### src/hw/rtl/assert_macros.svh
// Assertion macros used by the line raster RTL
`ifndef ASSERT_MACROS_SVH
`define ASSERT_MACROS_SVH

// check on every clock edge outside reset
`define ASSERT_CLK(lbl, prop, msg) \
    lbl: assert property (@(posedge i_clk) disable iff (!i_rst_n) prop) else $error(msg);

// check on every clock edge, reset included
`define ASSERT_ANY(lbl, prop, msg) \
    lbl: assert property (@(posedge i_clk) prop) else $error(msg);

`endif

### src/hw/rtl/lrg_pkg.sv
// Types and constants of the line raster generator
package lrg_pkg;

    localparam int COORD_BITS = 12;
    localparam int ERR_BITS   = COORD_BITS + 3;

    typedef logic [COORD_BITS-1:0]      t_coord;
    typedef logic signed [ERR_BITS-1:0] t_err;

    typedef enum logic {
        ACT_START = 1'b0,
        ACT_STEP  = 1'b1
    } t_action;

    typedef struct packed {
        t_action action;
        t_coord  ax;
        t_coord  ay;
        t_coord  bx;
        t_coord  by;
    } t_cmd;

    typedef struct packed {
        logic   pixel_valid;
        t_coord px;
        t_coord py;
        logic   last;
    } t_pix;

    function automatic t_err to_err(input t_coord v);
        return $signed({{(ERR_BITS-COORD_BITS){1'b0}}, v});
    endfunction

endpackage

### src/hw/rtl/lrg_ifs.sv
// Handshake channels of the line raster generator
interface lrg_in_if;
    import lrg_pkg::*;
    logic    valid;
    logic    ready;
    t_action action;
    t_coord  ax;
    t_coord  ay;
    t_coord  bx;
    t_coord  by;

    modport source (output valid, action, ax, ay, bx, by, input ready);
    modport sink   (input valid, action, ax, ay, bx, by, output ready);
endinterface

interface lrg_out_if;
    import lrg_pkg::*;
    logic   valid;
    logic   ready;
    logic   pixel_valid;
    t_coord px;
    t_coord py;
    logic   last;

    modport source (output valid, pixel_valid, px, py, last, input ready);
    modport sink   (input valid, pixel_valid, px, py, last, output ready);
endinterface

### src/hw/rtl/lrg_core.sv
// Line state registers and the per-transaction Bresenham step
`include "assert_macros.svh"

module lrg_core (
    input  logic          i_clk,
    input  logic          i_rst_n,
    input  logic          i_fire,
    input  lrg_pkg::t_cmd i_cmd,
    output lrg_pkg::t_pix o_pix
);
    import lrg_pkg::*;

    logic   r_active,     n_active;
    t_coord r_cur_x,      n_cur_x;
    t_coord r_cur_y,      n_cur_y;
    t_coord r_major_end,  n_major_end;
    t_coord r_delta_x,    n_delta_x;
    t_coord r_delta_y,    n_delta_y;
    t_err   r_error_term, n_error_term;
    logic   r_x_is_major, n_x_is_major;
    logic   r_minor_down, n_minor_down;

    t_coord w_dx, w_dy;
    logic   w_xmaj, w_swap;
    t_coord w_sx, w_sy, w_fx, w_fy, w_send;
    t_coord w_cmaj, w_cmin, w_dmaj, w_dmin, w_cmaj_nx, w_cmin_nx;
    logic   w_fin;

    always_comb begin
        n_active     = r_active;
        n_cur_x      = r_cur_x;
        n_cur_y      = r_cur_y;
        n_major_end  = r_major_end;
        n_delta_x    = r_delta_x;
        n_delta_y    = r_delta_y;
        n_error_term = r_error_term;
        n_x_is_major = r_x_is_major;
        n_minor_down = r_minor_down;
        o_pix        = '0;

        w_dx   = (i_cmd.ax > i_cmd.bx) ? i_cmd.ax - i_cmd.bx : i_cmd.bx - i_cmd.ax;
        w_dy   = (i_cmd.ay > i_cmd.by) ? i_cmd.ay - i_cmd.by : i_cmd.by - i_cmd.ay;
        w_xmaj = w_dx > w_dy;
        w_swap = w_xmaj ? (i_cmd.ax > i_cmd.bx) : (i_cmd.ay > i_cmd.by);
        w_sx   = w_swap ? i_cmd.bx : i_cmd.ax;
        w_sy   = w_swap ? i_cmd.by : i_cmd.ay;
        w_fx   = w_swap ? i_cmd.ax : i_cmd.bx;
        w_fy   = w_swap ? i_cmd.ay : i_cmd.by;
        w_send = w_xmaj ? w_fx : w_fy;

        w_cmaj    = r_x_is_major ? r_cur_x : r_cur_y;
        w_cmin    = r_x_is_major ? r_cur_y : r_cur_x;
        w_dmaj    = r_x_is_major ? r_delta_x : r_delta_y;
        w_dmin    = r_x_is_major ? r_delta_y : r_delta_x;
        w_cmaj_nx = w_cmaj + COORD_BITS'(1);
        w_cmin_nx = w_cmin;
        w_fin     = 1'b0;

        case (i_cmd.action)
            ACT_START: begin
                n_delta_x    = w_dx;
                n_delta_y    = w_dy;
                n_x_is_major = w_xmaj;
                n_cur_x      = w_sx;
                n_cur_y      = w_sy;
                n_major_end  = w_send;
                n_minor_down = w_xmaj ? (w_fy < w_sy) : (w_fx < w_sx);
                n_error_term = w_xmaj ? (to_err(w_dy) <<< 1) - to_err(w_dx)
                                      : (to_err(w_dx) <<< 1) - to_err(w_dy);
                w_fin        = (w_xmaj ? w_sx : w_sy) == w_send;
                n_active     = !w_fin;
                o_pix        = '{pixel_valid: 1'b1, px: w_sx, py: w_sy, last: w_fin};
            end
            ACT_STEP: begin
                if (r_active) begin
                    if (r_error_term < 0) begin
                        n_error_term = r_error_term + (to_err(w_dmin) <<< 1);
                    end else begin
                        w_cmin_nx    = r_minor_down ? w_cmin - COORD_BITS'(1)
                                                    : w_cmin + COORD_BITS'(1);
                        n_error_term = r_error_term + (to_err(w_dmin) <<< 1)
                                       - (to_err(w_dmaj) <<< 1);
                    end
                    n_cur_x  = r_x_is_major ? w_cmaj_nx : w_cmin_nx;
                    n_cur_y  = r_x_is_major ? w_cmin_nx : w_cmaj_nx;
                    w_fin    = w_cmaj_nx == r_major_end;
                    n_active = !w_fin;
                    o_pix    = '{pixel_valid: 1'b1, px: n_cur_x, py: n_cur_y, last: w_fin};
                end
            end
            default: begin
                o_pix = '0;
            end
        endcase
    end

    always_ff @(posedge i_clk) begin
        if (!i_rst_n) begin
            r_active     <= 1'b0;
            r_cur_x      <= '0;
            r_cur_y      <= '0;
            r_major_end  <= '0;
            r_delta_x    <= '0;
            r_delta_y    <= '0;
            r_error_term <= '0;
            r_x_is_major <= 1'b0;
            r_minor_down <= 1'b0;
        end else if (i_fire) begin
            r_active     <= n_active;
            r_cur_x      <= n_cur_x;
            r_cur_y      <= n_cur_y;
            r_major_end  <= n_major_end;
            r_delta_x    <= n_delta_x;
            r_delta_y    <= n_delta_y;
            r_error_term <= n_error_term;
            r_x_is_major <= n_x_is_major;
            r_minor_down <= n_minor_down;
        end
    end

    `ASSERT_ANY(a_reset_idle, !i_rst_n |=> !r_active, "line active after reset")
    `ASSERT_CLK(a_last_ends, i_fire && o_pix.last |=> !r_active, "line active after last pixel")
    `ASSERT_CLK(a_mid_keeps, i_fire && o_pix.pixel_valid && !o_pix.last |=> r_active,
                "line dropped before last pixel")
    `ASSERT_CLK(a_hold_state, !i_fire |=> $stable(r_active) && $stable(r_cur_x) &&
                $stable(r_cur_y) && $stable(r_error_term), "line state moved without transaction")

endmodule

### src/hw/rtl/line_raster_generator.sv
// Top level of the line raster generator: input and result registers around the step core
//
//  channel  dir  payload                          role
//  i_cmd    in   action, ax, ay, bx, by           start a line or ask for the next pixel
//  o_pix    out  pixel_valid, px, py, last        one result per command
//
//  One command per cycle unless o_pix stalls; input register, then result register.
//  The rate is set by the line state loop: one add and compare on the error term per cycle.
//  Reset clears the channel valid flags and the line state; no line is active afterwards.
//  A stalled result holds in the result register; one more command waits in the input register.
module line_raster_generator (
    input  logic     i_clk,
    input  logic     i_rst_n,
    lrg_in_if.sink   i_cmd,
    lrg_out_if.source o_pix
);
    import lrg_pkg::*;

    logic r_in_vld;
    t_cmd r_cmd;
    logic r_out_vld;
    t_pix r_pix;
    t_pix w_pix;
    logic w_out_free;
    logic w_move;

    assign w_out_free  = !r_out_vld || o_pix.ready;
    assign w_move      = r_in_vld && w_out_free;
    assign i_cmd.ready = !r_in_vld || w_move;

    always_ff @(posedge i_clk) begin
        if (!i_rst_n) begin
            r_in_vld  <= 1'b0;
            r_out_vld <= 1'b0;
        end else begin
            if (i_cmd.ready) begin
                r_in_vld <= i_cmd.valid;
            end
            if (w_out_free) begin
                r_out_vld <= r_in_vld;
            end
        end
    end

    always_ff @(posedge i_clk) begin
        if (i_cmd.valid && i_cmd.ready) begin
            r_cmd <= '{action: i_cmd.action, ax: i_cmd.ax, ay: i_cmd.ay,
                       bx: i_cmd.bx, by: i_cmd.by};
        end
        if (w_move) begin
            r_pix <= w_pix;
        end
    end

    lrg_core u_core (
        .i_clk   (i_clk),
        .i_rst_n (i_rst_n),
        .i_fire  (w_move),
        .i_cmd   (r_cmd),
        .o_pix   (w_pix)
    );

    assign o_pix.valid       = r_out_vld;
    assign o_pix.pixel_valid = r_pix.pixel_valid;
    assign o_pix.px          = r_pix.px;
    assign o_pix.py          = r_pix.py;
    assign o_pix.last        = r_pix.last;

endmodule
### src/flat_wrapper.sv
// flat-port wrapper written by rule: the top's interface ports become plain ports
module line_raster_generator_flat import lrg_pkg::*;
  (i_clk, i_rst_n, i_cmd_valid, i_cmd_action, i_cmd_ax, i_cmd_ay, i_cmd_bx, i_cmd_by, i_cmd_ready, o_pix_valid, o_pix_pixel_valid, o_pix_px, o_pix_py, o_pix_last, o_pix_ready);
  lrg_in_if i_cmd_i ();
  lrg_out_if o_pix_i ();
  input  logic i_clk;
  input  logic i_rst_n;
  input wire logic [$bits(i_cmd_i.valid)-1:0] i_cmd_valid;
  input wire logic [$bits(i_cmd_i.action)-1:0] i_cmd_action;
  input wire logic [$bits(i_cmd_i.ax)-1:0] i_cmd_ax;
  input wire logic [$bits(i_cmd_i.ay)-1:0] i_cmd_ay;
  input wire logic [$bits(i_cmd_i.bx)-1:0] i_cmd_bx;
  input wire logic [$bits(i_cmd_i.by)-1:0] i_cmd_by;
  output wire logic [$bits(i_cmd_i.ready)-1:0] i_cmd_ready;
  output wire logic [$bits(o_pix_i.valid)-1:0] o_pix_valid;
  output wire logic [$bits(o_pix_i.pixel_valid)-1:0] o_pix_pixel_valid;
  output wire logic [$bits(o_pix_i.px)-1:0] o_pix_px;
  output wire logic [$bits(o_pix_i.py)-1:0] o_pix_py;
  output wire logic [$bits(o_pix_i.last)-1:0] o_pix_last;
  input wire logic [$bits(o_pix_i.ready)-1:0] o_pix_ready;
  assign i_cmd_i.valid = i_cmd_valid;
  assign i_cmd_i.action = i_cmd_action;
  assign i_cmd_i.ax = i_cmd_ax;
  assign i_cmd_i.ay = i_cmd_ay;
  assign i_cmd_i.bx = i_cmd_bx;
  assign i_cmd_i.by = i_cmd_by;
  assign i_cmd_ready = i_cmd_i.ready;
  assign o_pix_valid = o_pix_i.valid;
  assign o_pix_pixel_valid = o_pix_i.pixel_valid;
  assign o_pix_px = o_pix_i.px;
  assign o_pix_py = o_pix_i.py;
  assign o_pix_last = o_pix_i.last;
  assign o_pix_i.ready = o_pix_ready;
  line_raster_generator u_core (.i_clk(i_clk), .i_rst_n(i_rst_n), .i_cmd(i_cmd_i), .o_pix(o_pix_i));
endmodule
### config.mk
export PLATFORM = sky130hd
export DESIGN_NAME = line_raster_generator_flat
export DESIGN_NICKNAME = d
export VERILOG_FILES = /design/src/hw/rtl/lrg_pkg.sv /design/src/hw/rtl/lrg_ifs.sv /design/src/hw/rtl/lrg_core.sv /design/src/hw/rtl/line_raster_generator.sv /design/src/flat_wrapper.sv
export VERILOG_INCLUDE_DIRS = /design/src /design/src/hw/rtl
export SDC_FILE = /design/constraint.sdc
export NUM_CORES = 1
export LEC_CHECK = 0
export ABC_AREA = 1
export BUFFER_PORTS_ARGS = -buffer_cell sky130_fd_sc_hd__buf_4
export CAP_MARGIN = 20
export CORE_UTILIZATION = 55
export CTS_BUF_LIST = sky130_fd_sc_hd__clkbuf_8
export CTS_CLUSTER_DIAMETER = 60
export DETAILED_ROUTE_END_ITERATION = 16
export HOLD_SLACK_MARGIN = 0.08
export PLACE_DENSITY = 0.77
export SETUP_SLACK_MARGIN = 0.1
export SYNTH_ARGS = -nofsm -noshare
export SYNTH_HDL_FRONTEND = slang
export SYNTH_SLANG_ARGS = --single-unit
export TNS_END_PERCENT = 100
### constraint.sdc
create_clock -name i_clk -period 5.1 [get_ports i_clk]
set_input_delay 1.02 -clock i_clk [delete_from_list [all_inputs] [get_ports i_clk]]
set_output_delay 1.02 -clock i_clk [all_outputs]
set_load 0.03 [all_outputs]
# Word level (Yosys, flattened, before mapping)
# Index checks and enable logic that the tools add are counted.
[op_classes]
addsub = 11
mux = 30
n_reduce_logical = 10
bitwise_logic = 1
n_lt_le_gt_ge = 6
n_eq_ne = 3
[ops]
columns = ["operator", "count"]
rows = [
  ["$mux W12", 18],
  ["$pmux W26 S2", 1],
  ["$pmux W12 S2", 2],
  ["$sub A12 B12 Y12", 4],
  ["$mux W15", 3],
  ["$gt A12 B12 Y1", 3],
  ["$pmux W15 S2", 1],
  ["$sub A13 B12 Y14", 2],
  ["$mux W26", 1],
  ["$add A12 B1 Y12 const B", 2],
  ["$eq A12 B12 Y1", 2],
  ["$lt A12 B12 Y1", 2],
  ["$add A15 B14 Y15", 1],
  ["$lt A15 B1 Y1 const B", 1],
  ["$sub A15 B14 Y15", 1],
  ["$sub A12 B1 Y12 const B", 1],
  ["$logic_not A1 Y1", 4],
  ["$reduce_and A2 Y1", 2],
  ["$mux W1", 3],
  ["$logic_and A1 B1 Y1", 2],
  ["$logic_or A1 B1 Y1", 2],
  ["$ne A2 B2 Y1 const B", 1],
  ["$pmux W1 S2", 1],
  ["$not A1 Y1", 1],
]
[word_totals]
input_bits = 53
out_inout_bits = 28
register_bits = 155
elab_cells = 81

# Depth between registers and ports, before layout
[depth]
depth_word = 9
depth_mapped = 40
ltp_nobuf = 39

# Hierarchy
# From an unflattened synthesis, not the netlist that was laid out.
[hier_totals]
cells_unflattened = 2137
hier_area_um2 = 14116.0
[modules_own_cells]
columns = ["module", "seq_area_each_um2", "cells_per_inst", "instances", "area_per_inst_um2"]
rows = [
  ["lrg_core", 1541.5, 2049, 1, 11768.8],
  ["line_raster_generator", 2292.2, 88, 1, 2347.3],
]

# Worst setup path before layout
# OpenSTA, ideal clock, no wires.
[synth_timing]
path_type = "register to register"
start = "reg u_core.u_core.r_x_is_major"
end = "reg u_core.u_core.r_error_term[14]"
path_stages_with_launch = 33
required_time_ns = 4.991
path_buffers = 7
t_arrival_ns = 4.427
setup_time_ns = 0.109
slack_ns = 0.564
synth_period_minus_slack_ns = 4.536
path_cell_list = "dfxtp_1 > buf_2 > buf_4 > buf_2 > clkbuf_1 > buf_2 > buf_2 > clkbuf_1 > nand2_1 > o21ai_0 > ha_1 > fa_1 > nand3_1 > nand2_1 > a21oi_1 > o21bai_1 > or2_2 > nand2_1 > inv_1 > ha_1 > nand2_1 > o21ai_0 > a21oi_1 > o21ai_0 > inv_1 > o21ai_0 > nand2_1 > nand3b_1 > nand3_1 > nand3_1 > nand3_1 > nand2_1 > inv_1"
[synth_between]
elab_chain_len = 6
elab_cells_between_ends = 7
classes_between = "add/sub: 2; mux: 5"
[synth_rtl]
columns = ["element", "line", "rtl"]
rows = [
  ["start: declaration", "lrg_core.sv:20", "logic r_x_is_major, n_x_is_major;"],
  ["start signal: assignment", "lrg_core.sv:116", "r_x_is_major <= n_x_is_major;"],
  ["$mux W12", "lrg_core.sv:54", "w_dmin = r_x_is_major ? r_delta_y : r_delta_x;"],
  ["$add A15 B14 Y15", "lrg_core.sv:77, lrg_core.sv:81", ""],
  ["$sub A15 B14 Y15", "lrg_core.sv:82", "- (to_err(w_dmaj) <<< 1);"],
  ["$mux W15 (*)", "lrg_core.sv:76", "if (r_error_term < 0) begin"],
  ["$mux W15 (*)", "lrg_core.sv:75", "if (r_active) begin"],
  ["$pmux W15 S2 (*)", "lrg_core.sv:59", "case (i_cmd.action)"],
  ["end signal: assignment", "lrg_core.sv:115", "r_error_term <= n_error_term;"],
  ["end: declaration", "lrg_core.sv:19", "t_err r_error_term, n_error_term;"],
]
# Mark *: on every way between the ends. The rest lies on a longest branch, timed or not. The select of a mux whose other input is x is not followed.
# A chain may end at the register's enable or synchronous reset.

==> out/results.ini <==
[clocking]
cts_made_buffers = 17
clk_pin_slew_worst_paths_ps = 100
ctsRootBufferMaster = clkbuf_8
worst_skew_pair.late_latency_ps = 500
cts-root-to-sink-buffers = 2
h_tree_levels = 4
cts_sinks = 154
cts_tree = yes

[synth]
synth_mux_area_share_pct = 0.142
synth_enable_flop_cells = 75
synthCells = 2161
syn_nets = 2338
synth_top_flop_cell = dfxtp_1
yosysUniqueCellTypes = 53
yosysWarningCount = 0
synth_area_leader_cell = nand2_1
synthesis.area_sq_mm = 0.0141
synth.area.top_cells = nand2_1 17%, edfxtp_1 16%, dfxtp_1 11%, ha_1 10%, inv_1 7.6%
post-synth-top-area-fraction_pct = 17.0
synth_compound_area_share_pct = 16.7
yosysSeqAreaShare_pct = 27.1
synthXorXnorAreaFrac_pct = 3.69
synthSimpleGateAreaFrac_pct = 30.1
ys_seq_elements = 154
async_flop_share_pct = 0
avgSynthCellArea_sq_um = 6.55
synth_adder_area_share_pct = 11.4
main_combinational_cell_family_by_area_after_synthesis = simple AND/OR/NAND/NOR gates

[setup_path]
crit_path_max_fanout = 11
cp.arrival_ps = 5210
crit_start = u_core.r_cmd[36]
max_stage_delay_ps = 450
worst-path-buf-inv = 8
r2r_cells = 36
worstReg2RegEnd = u_core.o_pix.last
cp_slowest_cell = edfxtp_1
kind_of_start_point_of_the_critical_path = flop
required_ps = 5460
endpoint_kind = flop
ff2ff_setup_slack_ps = 250
crit_family = simple AND/OR/NAND/NOR gates
path_class = reg2reg
crit-reg2reg-launch = u_core.r_cmd[36]

[grt]
grt_residual_overflow = 0
grt_start_max_net_pins = 80
grt_util_all_layers_pct = 34.5
grt_pass1_vias = 13757
grt_antenna_before_repair = 1
global_route_wire_length_before_repair_um = 70700

[sta]
grt_setup_unrepaired = no
final-setup-viol-count = 0
period_share_pct = 95.1
max_slew_margin_vs_limit_pct = 27.0
fin_skew_ps = 25.0
max_slew_violations = 0
fmax_ghz = 0.206
final-hold-violation-count = 0
finalSetupTns_ps = 0
post-route-min-period_ps = 4850
least_margin_pin_slew_ps = 1090
slack_of_the_critical_path_ps = 248

[place]
port_buffers = 80
gp_routability_congestion = 1.03
placedInstanceArea_sq_mm = 0.0158
dpl.hpwl_um = 35300
post_placement_setup_slack_ps = 0.775

[finish]
final_layout_size_suffix_gt1_share_pct = 17.4
finalNetCount = 2529
multi_input_area_sq_mm = 0.00927
final_cell_area_sq_mm = 0.0171
area.sequential_sq_mm = 0.00383
area_growth_pct = 21.0
fill_cell_count = 2179
antennaDiodeCount = 0

[die]
ports_placed_on_the_boundary = 81
placeableCoreArea_sq_mm = 0.0252
num_rows = 58
initial_cell_density_of_the_core_pct = 56.2
die_height_um = 162
die_x_um = 162
die-area_sq_mm = 0.0264

[worst_hold_path]
whs_path_depth = 2
timing.hold.worst.class = reg2reg
holdCritStartpoint = u_core.u_core.r_error_term[11]
hold_path_end = u_core.u_core.r_error_term[11]

[drt]
drt-total-wl_um = 46300
postRouteAntennaNets = 0
detail_route.wl_per_cell_um = 17.2
routed-via-count = 15369
detailedRoute.firstIterationViolations = 1547
post_drt_via_cell_ratio = 5.70
drt_pre_antenna_iters = 8
route.detailed.drc = 0

[flow_run]
maxCapViolCount = 0

[power]
power-per-cell-area_mw_per_mm2 = 438
p_total_w = 0.00750
p_leak_nw = 8.60
vdd_drop_max_mv = 0.273

[outcome]
outcome = completed

## per-stage QoR
stage          instances  hold slack [ps]  utilization, %
3_5_place_dp        2610              469            62.6
2_1_floorplan       2161              449               -
4_1_cts             2643              483            64.5
3_3_place_gp        2610              459            62.6
6_report            2695              485            68.0
5_1_grt             2695              511            68.0
## worst reg2reg max path: cells and delay by family (launching register included)
family | cells | cell delay, ps
fa+ha+maj | 3 | 830
compound gates | 2 | 410
buf+inv | 8 | 810
simple gates | 22 | 1970
xor+xnor | 1 | 260
flops | 1 | 450
## layout make-up
cell class,count,share of cell area [%]
Timing Repair Buffer,257,12.0
Clock inverter,15,1.22
Inverter,295,6.51
Multi-Input combinational cell,1627,54.1
Clock buffer,17,1.37
Tap cell,330,2.41
Sequential cell,154,22.4
## synth_stat cells (all sizes together) (3+ instances only)
cell       n
nand2    661
inv      293
nand3    205
o21ai    187
a21oi    166
ha       115
nor2     102
dfxtp     79
edfxtp    75
clkbuf    48
xor2      45
buf       39
o211ai    34
nand4     16
a31oi     14
or2       13
xnor2     12
fa         9
nor3       7
o21bai     7
a21o       5
a21boi     4
a221oi     4
o2111ai    3
o22ai      3
## cells in the final DEF, fill, tap and decap left out, types with 16 or more instances in the layout
cell type	n
nand2_1	622
inv_1	276
buf_4	244
nand3_1	196
o21ai_0	174
a21oi_1	162
ha_1	97
nor2_1	88
dfxtp_1	78
edfxtp_1	75
xor2_1	43
o211ai_1	34
nand2_2	29
clkbuf_8	17
ha_4	16
## how the worst max path moves through the flow
| stage | end | slack (ps) | cells after the start |
|---|---|---|---|
| floorplan | u_core.u_core.r_error_term[14] | 560 | 32 |
| detailed placement | u_core.u_core.r_active | 0.8 | 38 |
| CTS | u_core.u_core.r_active | 120 | 38 |
| finish | u_core.o_pix.last | 250 | 36 |
| global route | u_core.u_core.r_minor_down | 3 | 35 |
| global placement | u_core.o_pix.last | 80 | 37 |
## logic make-up after synthesis
group                    Yosys count
AO/OA/AOI/OAI                    433
AND/OR/NAND/NOR                 1008
multiplexers                       2
adder cells (fa/ha/maj)          124
flip-flops                       154
buffers and inverters            382
XOR/XNOR                          58
## repair_timing
item                       4_1_cts  5_1_grt
resized for setup                6      104
setup endpoints to repair        5       57
buffers inserted                 1       49
gates cloned                     0        2
pin swaps                        1       37
hold buffers                     0        0
## layer usage
layer | share of wire (%) | wire length (um) | up-vias | GRT usage, %
met5 | 0.026 | 12 | - | 0
met4 | 4.4 | 2050 | 2 | 15.3
met3 | 8.9 | 4130 | 132 | 5.14
met2 | 43 | 20000 | 738 | 53.2
met1 | 44 | 20200 | 7008 | 47.6
li1 | - | - | 7489 | -
## report_power, final
group          switching, W  internal [W]  total, W  leakage (nW)
Clock              0.000563      0.000544   0.00111         0.227
Sequential        0.0000691       0.00140   0.00147          1.37
Combinational       0.00301       0.00192   0.00493          7.00
Total               0.00364       0.00386   0.00750          8.60
## sequential cells by signal, summed over array words and instances (netlist names)
name and flops:
u_core.u_core.r_delta_x 12, u_core.o_pix.valid 1, u_core.o_pix.py 12, u_core.u_core.r_x_is_major 1, u_core.o_pix.px 12, u_core.u_core.r_major_end 12
u_core.u_core.r_delta_y 12, u_core.u_core.r_active 1, u_core.r_in_vld 1, u_core.o_pix.last 1, u_core.r_cmd 49, u_core.u_core.r_error_term 14
u_core.u_core.r_cur_x 12, u_core.u_core.r_cur_y 12, u_core.u_core.r_minor_down 1, u_core.o_pix.pixel_valid 1
Power figures use the tool's default switching activity.
